**config.mk**
```make
export PLATFORM = sky130hd
export DESIGN_NAME = ultrasonic_level_deadband_pump_control
export DESIGN_NICKNAME = d
export VERILOG_FILES = /design/src/design/ulvl_pkg.sv /design/src/design/ulvl_cfg.sv /design/src/design/ulvl_seq.sv /design/src/design/ulvl_calc.sv /design/src/design/ultrasonic_level_deadband_pump_control.sv
export VERILOG_INCLUDE_DIRS = /design/src /design/src/design
export SDC_FILE = /design/constraint.sdc
export NUM_CORES = 1
export LEC_CHECK = 0
export ABC_AREA = 1
export BUFFER_PORTS_ARGS = -buffer_cell sky130_fd_sc_hd__clkbuf_2
export CAP_MARGIN = 20
export CELL_PAD_IN_SITES_DETAIL_PLACEMENT = 0
export CELL_PAD_IN_SITES_GLOBAL_PLACEMENT = 1
export CORE_MARGIN = 3
export CORE_UTILIZATION = 52
export CTS_CLUSTER_SIZE = 20
export DETAILED_ROUTE_END_ITERATION = 10
export MAX_ROUTING_LAYER = met4
export PLACE_DENSITY_LB_ADDON = 0.1
export SETUP_SLACK_MARGIN = 0.5
export SYNTH_ARGS = -nofsm -noshare
export SYNTH_HDL_FRONTEND = slang
export SYNTH_SLANG_ARGS = --single-unit
export TNS_END_PERCENT = 50
```
**constraint.sdc**
```tcl
create_clock -name clk -period 27.8 [get_ports clk]
set_clock_uncertainty 0.1 [all_clocks]
set_input_delay 5.56 -clock clk [delete_from_list [all_inputs] [get_ports clk]]
set_output_delay 5.56 -clock clk [all_outputs]
set_load 0.02 [all_outputs]
```
**src/design/assert_macros.svh**
```systemverilog
// ----------------------------------------------------------------------------
// assert_macros.svh
// Shared concurrent assertion macros, clocked on clk with rst_n low as reset.
// ----------------------------------------------------------------------------
`ifndef ASSERT_MACROS_SVH
`define ASSERT_MACROS_SVH

// The consequent must hold in the same cycle as the antecedent.
`define ULVL_ASSERT_SAME(label, ante, cons, msg) \
    label: assert property (@(posedge clk) disable iff (!rst_n) (ante) |-> (cons)) \
        else $error(msg);

// The consequent must hold in the cycle after the antecedent.
`define ULVL_ASSERT_NEXT(label, ante, cons, msg) \
    label: assert property (@(posedge clk) disable iff (!rst_n) (ante) |=> (cons)) \
        else $error(msg);

`endif

```
**src/design/ulvl_pkg.sv**
```systemverilog
// ----------------------------------------------------------------------------
// ulvl_pkg
// Types, widths and register codes of the ultrasonic level pump controller.
// ----------------------------------------------------------------------------
`timescale 1ns / 1ps

package ulvl_pkg;

    // Counter widths.
    localparam int ECHO_COUNT_BITS   = 16;
    localparam int PERIOD_COUNT_BITS = 24;

    // Widths of the configuration fields and the port.
    localparam int BYTE_W      = 8;
    localparam int PERIOD_W    = 24;
    localparam int SCALE_W     = 16;
    localparam int CFG_INDEX_W = 3;
    localparam int CFG_DATA_W  = 24;

    // Width used to compare the phase counter with a configured limit.
    localparam int CMP_W = (PERIOD_COUNT_BITS > PERIOD_W) ? PERIOD_COUNT_BITS : PERIOD_W;

    // Result widths.
    localparam int LEVEL_W = 15;
    localparam int ERR_W   = ECHO_COUNT_BITS + 3;
    localparam int PROD_W  = ECHO_COUNT_BITS + SCALE_W;

    // Saturation limits of the reported level and error.
    localparam int LEVEL_MAX = 16383;
    localparam int LEVEL_MIN = -16384;

    // Register indexes.
    localparam logic [CFG_INDEX_W-1:0] REG_SET_POINT   = 3'd0;
    localparam logic [CFG_INDEX_W-1:0] REG_TANK_HEIGHT = 3'd1;
    localparam logic [CFG_INDEX_W-1:0] REG_DEADBAND    = 3'd2;
    localparam logic [CFG_INDEX_W-1:0] REG_TRIGGER     = 3'd3;
    localparam logic [CFG_INDEX_W-1:0] REG_LOOP_PERIOD = 3'd4;
    localparam logic [CFG_INDEX_W-1:0] REG_SCALE       = 3'd5;

    // Register reset values.
    localparam logic [BYTE_W-1:0]   RST_SET_POINT   = 8'd0;
    localparam logic [BYTE_W-1:0]   RST_TANK_HEIGHT = 8'd110;
    localparam logic [BYTE_W-1:0]   RST_DEADBAND    = 8'd10;
    localparam logic [BYTE_W-1:0]   RST_TRIGGER     = 8'd50;
    localparam logic [PERIOD_W-1:0] RST_LOOP_PERIOD = 24'd1000000;
    localparam logic [SCALE_W-1:0]  RST_SCALE       = 16'd11261;

    typedef enum logic [1:0] {
        PH_TRIGGER   = 2'd0,
        PH_WAIT_ECHO = 2'd1,
        PH_COUNT     = 2'd2,
        PH_IDLE      = 2'd3
    } phase_t;

    typedef struct packed {
        logic [BYTE_W-1:0]   set_point_tenths;
        logic [BYTE_W-1:0]   tank_height_tenths;
        logic [BYTE_W-1:0]   deadband_tenths;
        logic [BYTE_W-1:0]   trigger_ticks;
        logic [PERIOD_W-1:0] loop_period_ticks;
        logic [SCALE_W-1:0]  distance_scale;
    } cfg_regs_t;

    // Sequencer status for the current tick.
    typedef struct packed {
        logic trig;
        logic finish;
    } seq_status_t;

    // Outcome of one completed measurement.
    typedef struct packed {
        logic signed [LEVEL_W-1:0] level;
        logic signed [LEVEL_W-1:0] error;
        logic                      drain;
        logic                      fill;
    } calc_res_t;

endpackage

```
**src/design/ulvl_cfg.sv**
```systemverilog
// ----------------------------------------------------------------------------
// ulvl_cfg
// Configuration register file written through the index/data write channel.
// ----------------------------------------------------------------------------
`timescale 1ns / 1ps

module ulvl_cfg
    import ulvl_pkg::*;
(
    input  logic                   clk,
    input  logic                   rst_n,
    input  logic                   wr_en,
    input  logic [CFG_INDEX_W-1:0] wr_index,
    input  logic [CFG_DATA_W-1:0]  wr_data,
    output cfg_regs_t              cfg
);

    cfg_regs_t cfg_reg;
    cfg_regs_t cfg_next;

    // Decode the register index; unknown indexes are ignored.
    always_comb
    begin
        cfg_next = cfg_reg;
        if (wr_en)
        begin
            unique case (wr_index)
                REG_SET_POINT:   cfg_next.set_point_tenths   = wr_data[BYTE_W-1:0];
                REG_TANK_HEIGHT: cfg_next.tank_height_tenths = wr_data[BYTE_W-1:0];
                REG_DEADBAND:    cfg_next.deadband_tenths    = wr_data[BYTE_W-1:0];
                REG_TRIGGER:     cfg_next.trigger_ticks      = wr_data[BYTE_W-1:0];
                REG_LOOP_PERIOD: cfg_next.loop_period_ticks  = wr_data[PERIOD_W-1:0];
                REG_SCALE:       cfg_next.distance_scale     = wr_data[SCALE_W-1:0];
                default:         cfg_next = cfg_reg;
            endcase
        end
    end

    always_ff @(posedge clk or negedge rst_n)
    begin
        if (!rst_n)
        begin
            cfg_reg.set_point_tenths   <= RST_SET_POINT;
            cfg_reg.tank_height_tenths <= RST_TANK_HEIGHT;
            cfg_reg.deadband_tenths    <= RST_DEADBAND;
            cfg_reg.trigger_ticks      <= RST_TRIGGER;
            cfg_reg.loop_period_ticks  <= RST_LOOP_PERIOD;
            cfg_reg.distance_scale     <= RST_SCALE;
        end
        else
        begin
            cfg_reg <= cfg_next;
        end
    end

    assign cfg = cfg_reg;

endmodule

```
**src/design/ulvl_seq.sv**
```systemverilog
// ----------------------------------------------------------------------------
// ulvl_seq
// Phase sequencer: trigger pulse, echo wait, echo count and loop wait.
// ----------------------------------------------------------------------------
`timescale 1ns / 1ps

module ulvl_seq
    import ulvl_pkg::*;
(
    input  logic                       clk,
    input  logic                       rst_n,
    input  logic                       step,
    input  logic                       echo,
    input  cfg_regs_t                  cfg,
    output seq_status_t                status,
    output logic [ECHO_COUNT_BITS-1:0] echo_ticks
);

    localparam logic [PERIOD_COUNT_BITS-1:0] PERIOD_MAX = {PERIOD_COUNT_BITS{1'b1}};
    localparam logic [ECHO_COUNT_BITS-1:0]   ECHO_MAX   = {ECHO_COUNT_BITS{1'b1}};

    phase_t                       phase_reg;
    phase_t                       phase_next;
    logic [PERIOD_COUNT_BITS-1:0] phase_ticks_reg;
    logic [PERIOD_COUNT_BITS-1:0] phase_ticks_next;
    logic [ECHO_COUNT_BITS-1:0]   echo_ticks_reg;
    logic [ECHO_COUNT_BITS-1:0]   echo_ticks_next;

    logic [PERIOD_COUNT_BITS-1:0] tick_inc;
    logic [CMP_W-1:0]             trig_limit;
    logic [CMP_W-1:0]             loop_limit;
    logic                         tick_full;
    logic                         trig_done;
    logic                         loop_done;

    // Saturating phase counter and the end tests of the timed phases.
    // A zero length counts as one tick.
    always_comb
    begin
        tick_inc   = (phase_ticks_reg != PERIOD_MAX) ? phase_ticks_reg + 1'b1
                                                     : phase_ticks_reg;
        tick_full  = (tick_inc == PERIOD_MAX);
        trig_limit = (cfg.trigger_ticks == '0) ? CMP_W'(1) : CMP_W'(cfg.trigger_ticks);
        loop_limit = (cfg.loop_period_ticks == '0) ? CMP_W'(1)
                                                   : CMP_W'(cfg.loop_period_ticks);
        trig_done  = (CMP_W'(tick_inc) >= trig_limit) || tick_full;
        loop_done  = (CMP_W'(tick_inc) >= loop_limit) || tick_full;
    end

    // Next phase and status for the current tick.
    always_comb
    begin
        phase_next       = phase_reg;
        phase_ticks_next = phase_ticks_reg;
        echo_ticks_next  = echo_ticks_reg;
        status           = '0;
        unique case (phase_reg)
            PH_TRIGGER:
            begin
                status.trig = 1'b1;
                if (step)
                begin
                    if (trig_done)
                    begin
                        phase_next       = PH_WAIT_ECHO;
                        phase_ticks_next = '0;
                    end
                    else
                    begin
                        phase_ticks_next = tick_inc;
                    end
                end
            end
            PH_WAIT_ECHO:
            begin
                if (step && echo)
                begin
                    echo_ticks_next = ECHO_COUNT_BITS'(1);
                    phase_next      = PH_COUNT;
                end
            end
            PH_COUNT:
            begin
                status.finish = !echo;
                if (step)
                begin
                    if (echo)
                    begin
                        if (echo_ticks_reg != ECHO_MAX)
                        begin
                            echo_ticks_next = echo_ticks_reg + 1'b1;
                        end
                    end
                    else
                    begin
                        phase_next       = PH_IDLE;
                        phase_ticks_next = '0;
                    end
                end
            end
            PH_IDLE:
            begin
                if (step)
                begin
                    if (loop_done)
                    begin
                        phase_next       = PH_TRIGGER;
                        phase_ticks_next = '0;
                    end
                    else
                    begin
                        phase_ticks_next = tick_inc;
                    end
                end
            end
            default:
            begin
                phase_next = PH_TRIGGER;
            end
        endcase
    end

    always_ff @(posedge clk or negedge rst_n)
    begin
        if (!rst_n)
        begin
            phase_reg       <= PH_TRIGGER;
            phase_ticks_reg <= '0;
            echo_ticks_reg  <= '0;
        end
        else
        begin
            phase_reg       <= phase_next;
            phase_ticks_reg <= phase_ticks_next;
            echo_ticks_reg  <= echo_ticks_next;
        end
    end

    assign echo_ticks = echo_ticks_reg;

endmodule

```
**src/design/ulvl_calc.sv**
```systemverilog
// ----------------------------------------------------------------------------
// ulvl_calc
// Distance, level and error from the echo count, and the deadband decision.
// ----------------------------------------------------------------------------
`timescale 1ns / 1ps

module ulvl_calc
    import ulvl_pkg::*;
(
    input  logic [ECHO_COUNT_BITS-1:0] echo_ticks,
    input  cfg_regs_t                  cfg,
    output calc_res_t                  res
);

    localparam logic signed [ERR_W-1:0] SAT_HI = ERR_W'(LEVEL_MAX);
    localparam logic signed [ERR_W-1:0] SAT_LO = ERR_W'(LEVEL_MIN);

    logic [PROD_W-1:0]          product;
    logic [ECHO_COUNT_BITS-1:0] distance;
    logic signed [ERR_W-1:0]    level;
    logic signed [ERR_W-1:0]    err;
    logic signed [ERR_W-1:0]    band;
    logic                       in_band;
    logic                       err_pos;

    // Clamp a wide value into the 15-bit report range.
    function automatic logic signed [LEVEL_W-1:0] sat15(input logic signed [ERR_W-1:0] v);
        logic signed [LEVEL_W-1:0] r;
        if (v > SAT_HI)
        begin
            r = LEVEL_W'(SAT_HI);
        end
        else if (v < SAT_LO)
        begin
            r = LEVEL_W'(SAT_LO);
        end
        else
        begin
            r = v[LEVEL_W-1:0];
        end
        return r;
    endfunction

    // Distance is the Q16 product of echo ticks and scale.
    assign product  = PROD_W'(echo_ticks) * PROD_W'(cfg.distance_scale);
    assign distance = product[PROD_W-1:SCALE_W];

    // Level and error in tenths of a centimeter.
    assign level = $signed(ERR_W'(cfg.tank_height_tenths)) - $signed(ERR_W'(distance));
    assign err   = level - $signed(ERR_W'(cfg.set_point_tenths));

    // Inside the deadband both pumps stop; otherwise the sign picks the pump.
    assign band    = $signed(ERR_W'(cfg.deadband_tenths));
    assign in_band = (err < band) && (err > -band);
    assign err_pos = (err > $signed(ERR_W'(0)));

    always_comb
    begin
        res.level = sat15(level);
        res.error = sat15(err);
        res.drain = !in_band && err_pos;
        res.fill  = !in_band && !err_pos;
    end

endmodule

```
**src/design/ultrasonic_level_deadband_pump_control.sv**
```systemverilog
// A request accepted into the input register moves on to the result register
// when that is free or draining. Throughput: one request per cycle while the
// result stream does not stall; the path from the echo counter through the
// 16x16 distance multiplier to the pump decision sets the clock period.
// Reset (rst_n low, asynchronous) restores the default registers, the trigger
// phase, zero counters, both pumps off and a zero level and error.
// ----------------------------------------------------------------------------
// ultrasonic_level_deadband_pump_control
// Ultrasonic echo ranging with deadband fill and drain pump control.
// ----------------------------------------------------------------------------
`timescale 1ns / 1ps
`include "assert_macros.svh"

module ultrasonic_level_deadband_pump_control
    import ulvl_pkg::*;
(
    input  logic                   clk,
    input  logic                   rst_n,
    // Input stream, one request per microsecond tick.
    input  logic                   s_tvalid,
    output logic                   s_tready,
    input  logic [7:0]             s_tdata,   // [0] echo_level, [7:1] zero
    // Result stream.
    output logic                   m_tvalid,
    input  logic                   m_tready,
    // [0] trigger_out, [1] drain_pump, [2] fill_pump, [17:3] level_tenths,
    // [32:18] level_error_tenths, [33] level_valid, [39:34] zero
    output logic [39:0]            m_tdata,
    // Configuration write channel.
    input  logic                   cfg_valid,
    output logic                   cfg_ready,
    input  logic [CFG_INDEX_W-1:0] cfg_index,
    input  logic [CFG_DATA_W-1:0]  cfg_data
);

    cfg_regs_t                  cfg;
    seq_status_t                status;
    calc_res_t                  res;
    logic [ECHO_COUNT_BITS-1:0] echo_ticks;

    logic                       in_valid_reg;
    logic                       echo_reg;
    logic                       out_valid_reg;
    logic                       advance;

    logic                       drain_on_reg;
    logic                       drain_on_next;
    logic                       fill_on_reg;
    logic                       fill_on_next;
    logic signed [LEVEL_W-1:0]  last_level_reg;
    logic signed [LEVEL_W-1:0]  last_level_next;
    logic signed [LEVEL_W-1:0]  last_error_reg;
    logic signed [LEVEL_W-1:0]  last_error_next;

    logic                       trig_out_reg;
    logic                       valid_out_reg;
    logic                       drain_out_reg;
    logic                       fill_out_reg;
    logic signed [LEVEL_W-1:0]  level_out_reg;
    logic signed [LEVEL_W-1:0]  error_out_reg;

    assign cfg_ready = 1'b1;

    ulvl_cfg u_cfg (
        .clk      (clk),
        .rst_n    (rst_n),
        .wr_en    (cfg_valid),
        .wr_index (cfg_index),
        .wr_data  (cfg_data),
        .cfg      (cfg)
    );

    ulvl_seq u_seq (
        .clk        (clk),
        .rst_n      (rst_n),
        .step       (advance),
        .echo       (echo_reg),
        .cfg        (cfg),
        .status     (status),
        .echo_ticks (echo_ticks)
    );

    ulvl_calc u_calc (
        .echo_ticks (echo_ticks),
        .cfg        (cfg),
        .res        (res)
    );

    // A held request moves on when the result register is free or draining.
    assign advance  = in_valid_reg && (!out_valid_reg || m_tready);
    assign s_tready = !in_valid_reg || advance;

    // Input register.
    always_ff @(posedge clk or negedge rst_n)
    begin
        if (!rst_n)
        begin
            in_valid_reg <= 1'b0;
        end
        else if (s_tready)
        begin
            in_valid_reg <= s_tvalid;
        end
    end

    always_ff @(posedge clk)
    begin
        if (s_tready && s_tvalid)
        begin
            echo_reg <= s_tdata[0];
        end
    end

    // Pump and measurement state, updated when a measurement completes.
    always_comb
    begin
        drain_on_next   = drain_on_reg;
        fill_on_next    = fill_on_reg;
        last_level_next = last_level_reg;
        last_error_next = last_error_reg;
        if (advance && status.finish)
        begin
            drain_on_next   = res.drain;
            fill_on_next    = res.fill;
            last_level_next = res.level;
            last_error_next = res.error;
        end
    end

    always_ff @(posedge clk or negedge rst_n)
    begin
        if (!rst_n)
        begin
            drain_on_reg   <= 1'b0;
            fill_on_reg    <= 1'b0;
            last_level_reg <= '0;
            last_error_reg <= '0;
        end
        else
        begin
            drain_on_reg   <= drain_on_next;
            fill_on_reg    <= fill_on_next;
            last_level_reg <= last_level_next;
            last_error_reg <= last_error_next;
        end
    end

    // Result register.
    always_ff @(posedge clk or negedge rst_n)
    begin
        if (!rst_n)
        begin
            out_valid_reg <= 1'b0;
        end
        else if (advance)
        begin
            out_valid_reg <= 1'b1;
        end
        else if (m_tready)
        begin
            out_valid_reg <= 1'b0;
        end
    end

    always_ff @(posedge clk)
    begin
        if (advance)
        begin
            trig_out_reg  <= status.trig;
            valid_out_reg <= status.finish;
            drain_out_reg <= drain_on_next;
            fill_out_reg  <= fill_on_next;
            level_out_reg <= last_level_next;
            error_out_reg <= last_error_next;
        end
    end

    assign m_tvalid = out_valid_reg;
    assign m_tdata  = {6'b0, valid_out_reg, error_out_reg, level_out_reg,
                       fill_out_reg, drain_out_reg, trig_out_reg};

    // Checks on the pump state and the result path.
    `ULVL_ASSERT_SAME(a_pumps_exclusive, 1'b1, !(drain_on_reg && fill_on_reg), "both pumps on")
    `ULVL_ASSERT_NEXT(a_pumps_hold, !(advance && status.finish), $stable(drain_on_reg) && $stable(fill_on_reg), "pump changed without a measurement")
    `ULVL_ASSERT_NEXT(a_result_loaded, advance, out_valid_reg, "processed request left no result")
    `ULVL_ASSERT_SAME(a_valid_not_trigger, status.finish, !status.trig, "measurement ends in trigger phase")

endmodule

```
==> metrics.csv <==
metric,value,unit
fmax,85.9,MHz
syn-instance-count,2606,
synth_edf_count,35,
crit_top_cell,clkbuf_2,
yosys.cell_types.count,61,
finalHoldViolCount,0,
max_stage_delay,0.18,ns
cts-root-buf,clkbuf_16,
cp-end-kind,primary output,
seqCellArea,4790,µm²
holdCritPathClass,reg -> reg,
finalSetupTns,0,ns
gr-usage-met3,2.79,%
grt_first_pass_wirelength,83.3,mm
layout_worst_path_cycle_share,41.9,%
portBuffers,68,
tritoncts,done,
worst_slew_pin_slew,1.05,ns
r2r_end,drain_out_reg,
cp_max_fo,3,
grt_setup_unrepaired,false,
synth.cell_area,20000,µm²
num_vias,15916,
postCtsSetupRepairBufs,0,
start_kind,primary input,
hold_path.startpoint,last_error_reg[2],
syn_area_per_cell,7.69,µm²
wl_per_cell,15.4,µm
worstPathArrival,5.98,ns
multi_input_area,12600,µm²
worstSkewPairLatency,0.46,ns
r2r_cells,47,
synth_top_area_share,19.5,%
cts_resized,0,
ys_ff_latch,183,
rrSetupSlack,17.07,ns
finalNonFillerCells,3134,
grt_overflow,0,
reg2reg_from,u_seq.echo_ticks[2],
hold_buffers,0,
hold_path_end,last_error_reg[2],
min_period,11.64,ns
drc,0,
drt_iter0_drc,841,
clockBufferDepth,2,
ant_nets,0,
wl,48.4,mm
clock-sinks,183,
rows,71,
nFillCells,3640,
synth_commonest_cells,"nand2_1 (674), inv_1 (587), fa_1 (195), ha_1 (181), o21ai_0 (127)",
crit_slowest_cell,clkbuf_2,
cts_made_buffers,17,
start_util,52.9,%
ios,83,
largest_reg_flops,72,
first_pass_iters,5,
ys_warn_count,0,
setup_viol,0,
die-width,202,µm
die_y,202,µm
max_cap_violations,0,
cts.clk_slew.worst_paths,0.06,ns
die_area,40900,µm²
grt_max_degree,78,
viasPerCell,5.08,
diodes,0,
dp_cells,3102,
antenna_found_initial,1,
yosysMostFrequentCell,nand2_1,
cts_htree_levels,4,
met1_usage,34.5,%
drv_slew,0,
max_slew_margin,30.0,%
status,completed,
use_met2,42.8,%
area_growth,6.10,%
synth_area_leaders,"fa_1 (19%), dfrtp_1 (15%), nand2_1 (13%), ha_1 (11%), inv_1 (11%)",
crit_type,in -> out,
synth_flop_cell,dfrtp_1,
crit_chain,clkbuf_2 -> inv_1 -> nand3_1 -> clkbuf_2,
synthArstFlopShare,80.9,%
seq_area_frac_synth,23.9,%
top_usage_layer,met2,
grt_pass1_vias,16459,
grtUsageTotal,25.9,%
yosysTopAreaCell,fa_1,
core_region_area,37800,µm²
required,22.14,ns
drive_above_1_share,8.39,%
dp_hpwl,38.8,mm
layout.nets,3026,
hold_depth,2,
gp_congestion,0.909,
final cells by class:
type                            count  share of cell area, %
Multi-Input combinational cell   1736                   59.3
Sequential cell                   183                   22.5
Inverter                          595                   10.5
Tap cell                          511                   3.01
Clock buffer                       22                   2.28
Timing Repair Buffer               77                   1.95
Clock inverter                     10                  0.389
worst max path at each step:
stage,cells past startpoint,endpoint,slack [ns],from
final,4,s_tready,16.16,m_tready
after global routing,4,s_tready,16.10,m_tready
after CTS,4,s_tready,16.16,m_tready
after detailed placement,4,s_tready,16.16,m_tready
after global placement,4,s_tready,16.17,m_tready
after floorplan,2,s_tready,16.33,m_tready
logic make-up (layout without fill, tap and decap cells):
group                    after synthesis  in the layout  synth area share [%]
flip-flops                           183            183                  23.9
adder cells (fa/ha/maj)              376            376                  30.8
multiplexers                           1              1                0.0500
other                                  2              7                0.0375
AND/OR/NAND/NOR                     1032           1032                  22.3
XOR/XNOR                              49             49                  2.18
AO/OA/AOI/OAI                        271            271                  7.45
buffers and inverters                692            704                  13.3
layer usage:
layer  part of all wire [%]  vias up
li1                       -     7919
met1                     46     7665
met2                     49      276
met3                    3.4       56
met4                    1.7        0
met5                      0        -
layout by cell type (no fill, tap or decap), types with 12 or more instances in the layout:
cell type,count
nor2_2,12
dfstp_2,28
inv_1,587
clkbuf_16,18
xnor2_1,13
nand4_1,25
ha_1,181
a21oi_1,88
nor4_1,15
xor2_1,35
fa_1,195
nand2_2,29
clkbuf_2,67
nor2_1,124
dfrtp_1,120
o21ai_0,127
nand3_1,93
edfxtp_1,35
nor3_1,24
nor2_4,12
nand2_1,674
worst max-delay path, delay by kind of cell:
family / cells / cell delay (ns)
simple gates: 1 / 0.10
buf+inv: 3 / 0.32
per-stage QoR:
step | hold slack (ns) | setup slack [ns] | utilization, % | instance area [µm²]
finish | 0.371 | 16.16 | 56.2 | 21300
global route | 0.399 | 16.10 | 56.2 | 21300
CTS | 0.375 | 16.16 | 56.2 | 21300
detailed placement | 0.360 | 16.16 | 54.7 | 20700
global placement | 0.353 | 16.17 | 54.7 | 20700
floorplan | 0.341 | 16.33 | - | 20000
Power is left out: the tool's default activity adds up to more than one toggle a clock period on the data nets, which glitch-free logic cannot reach.
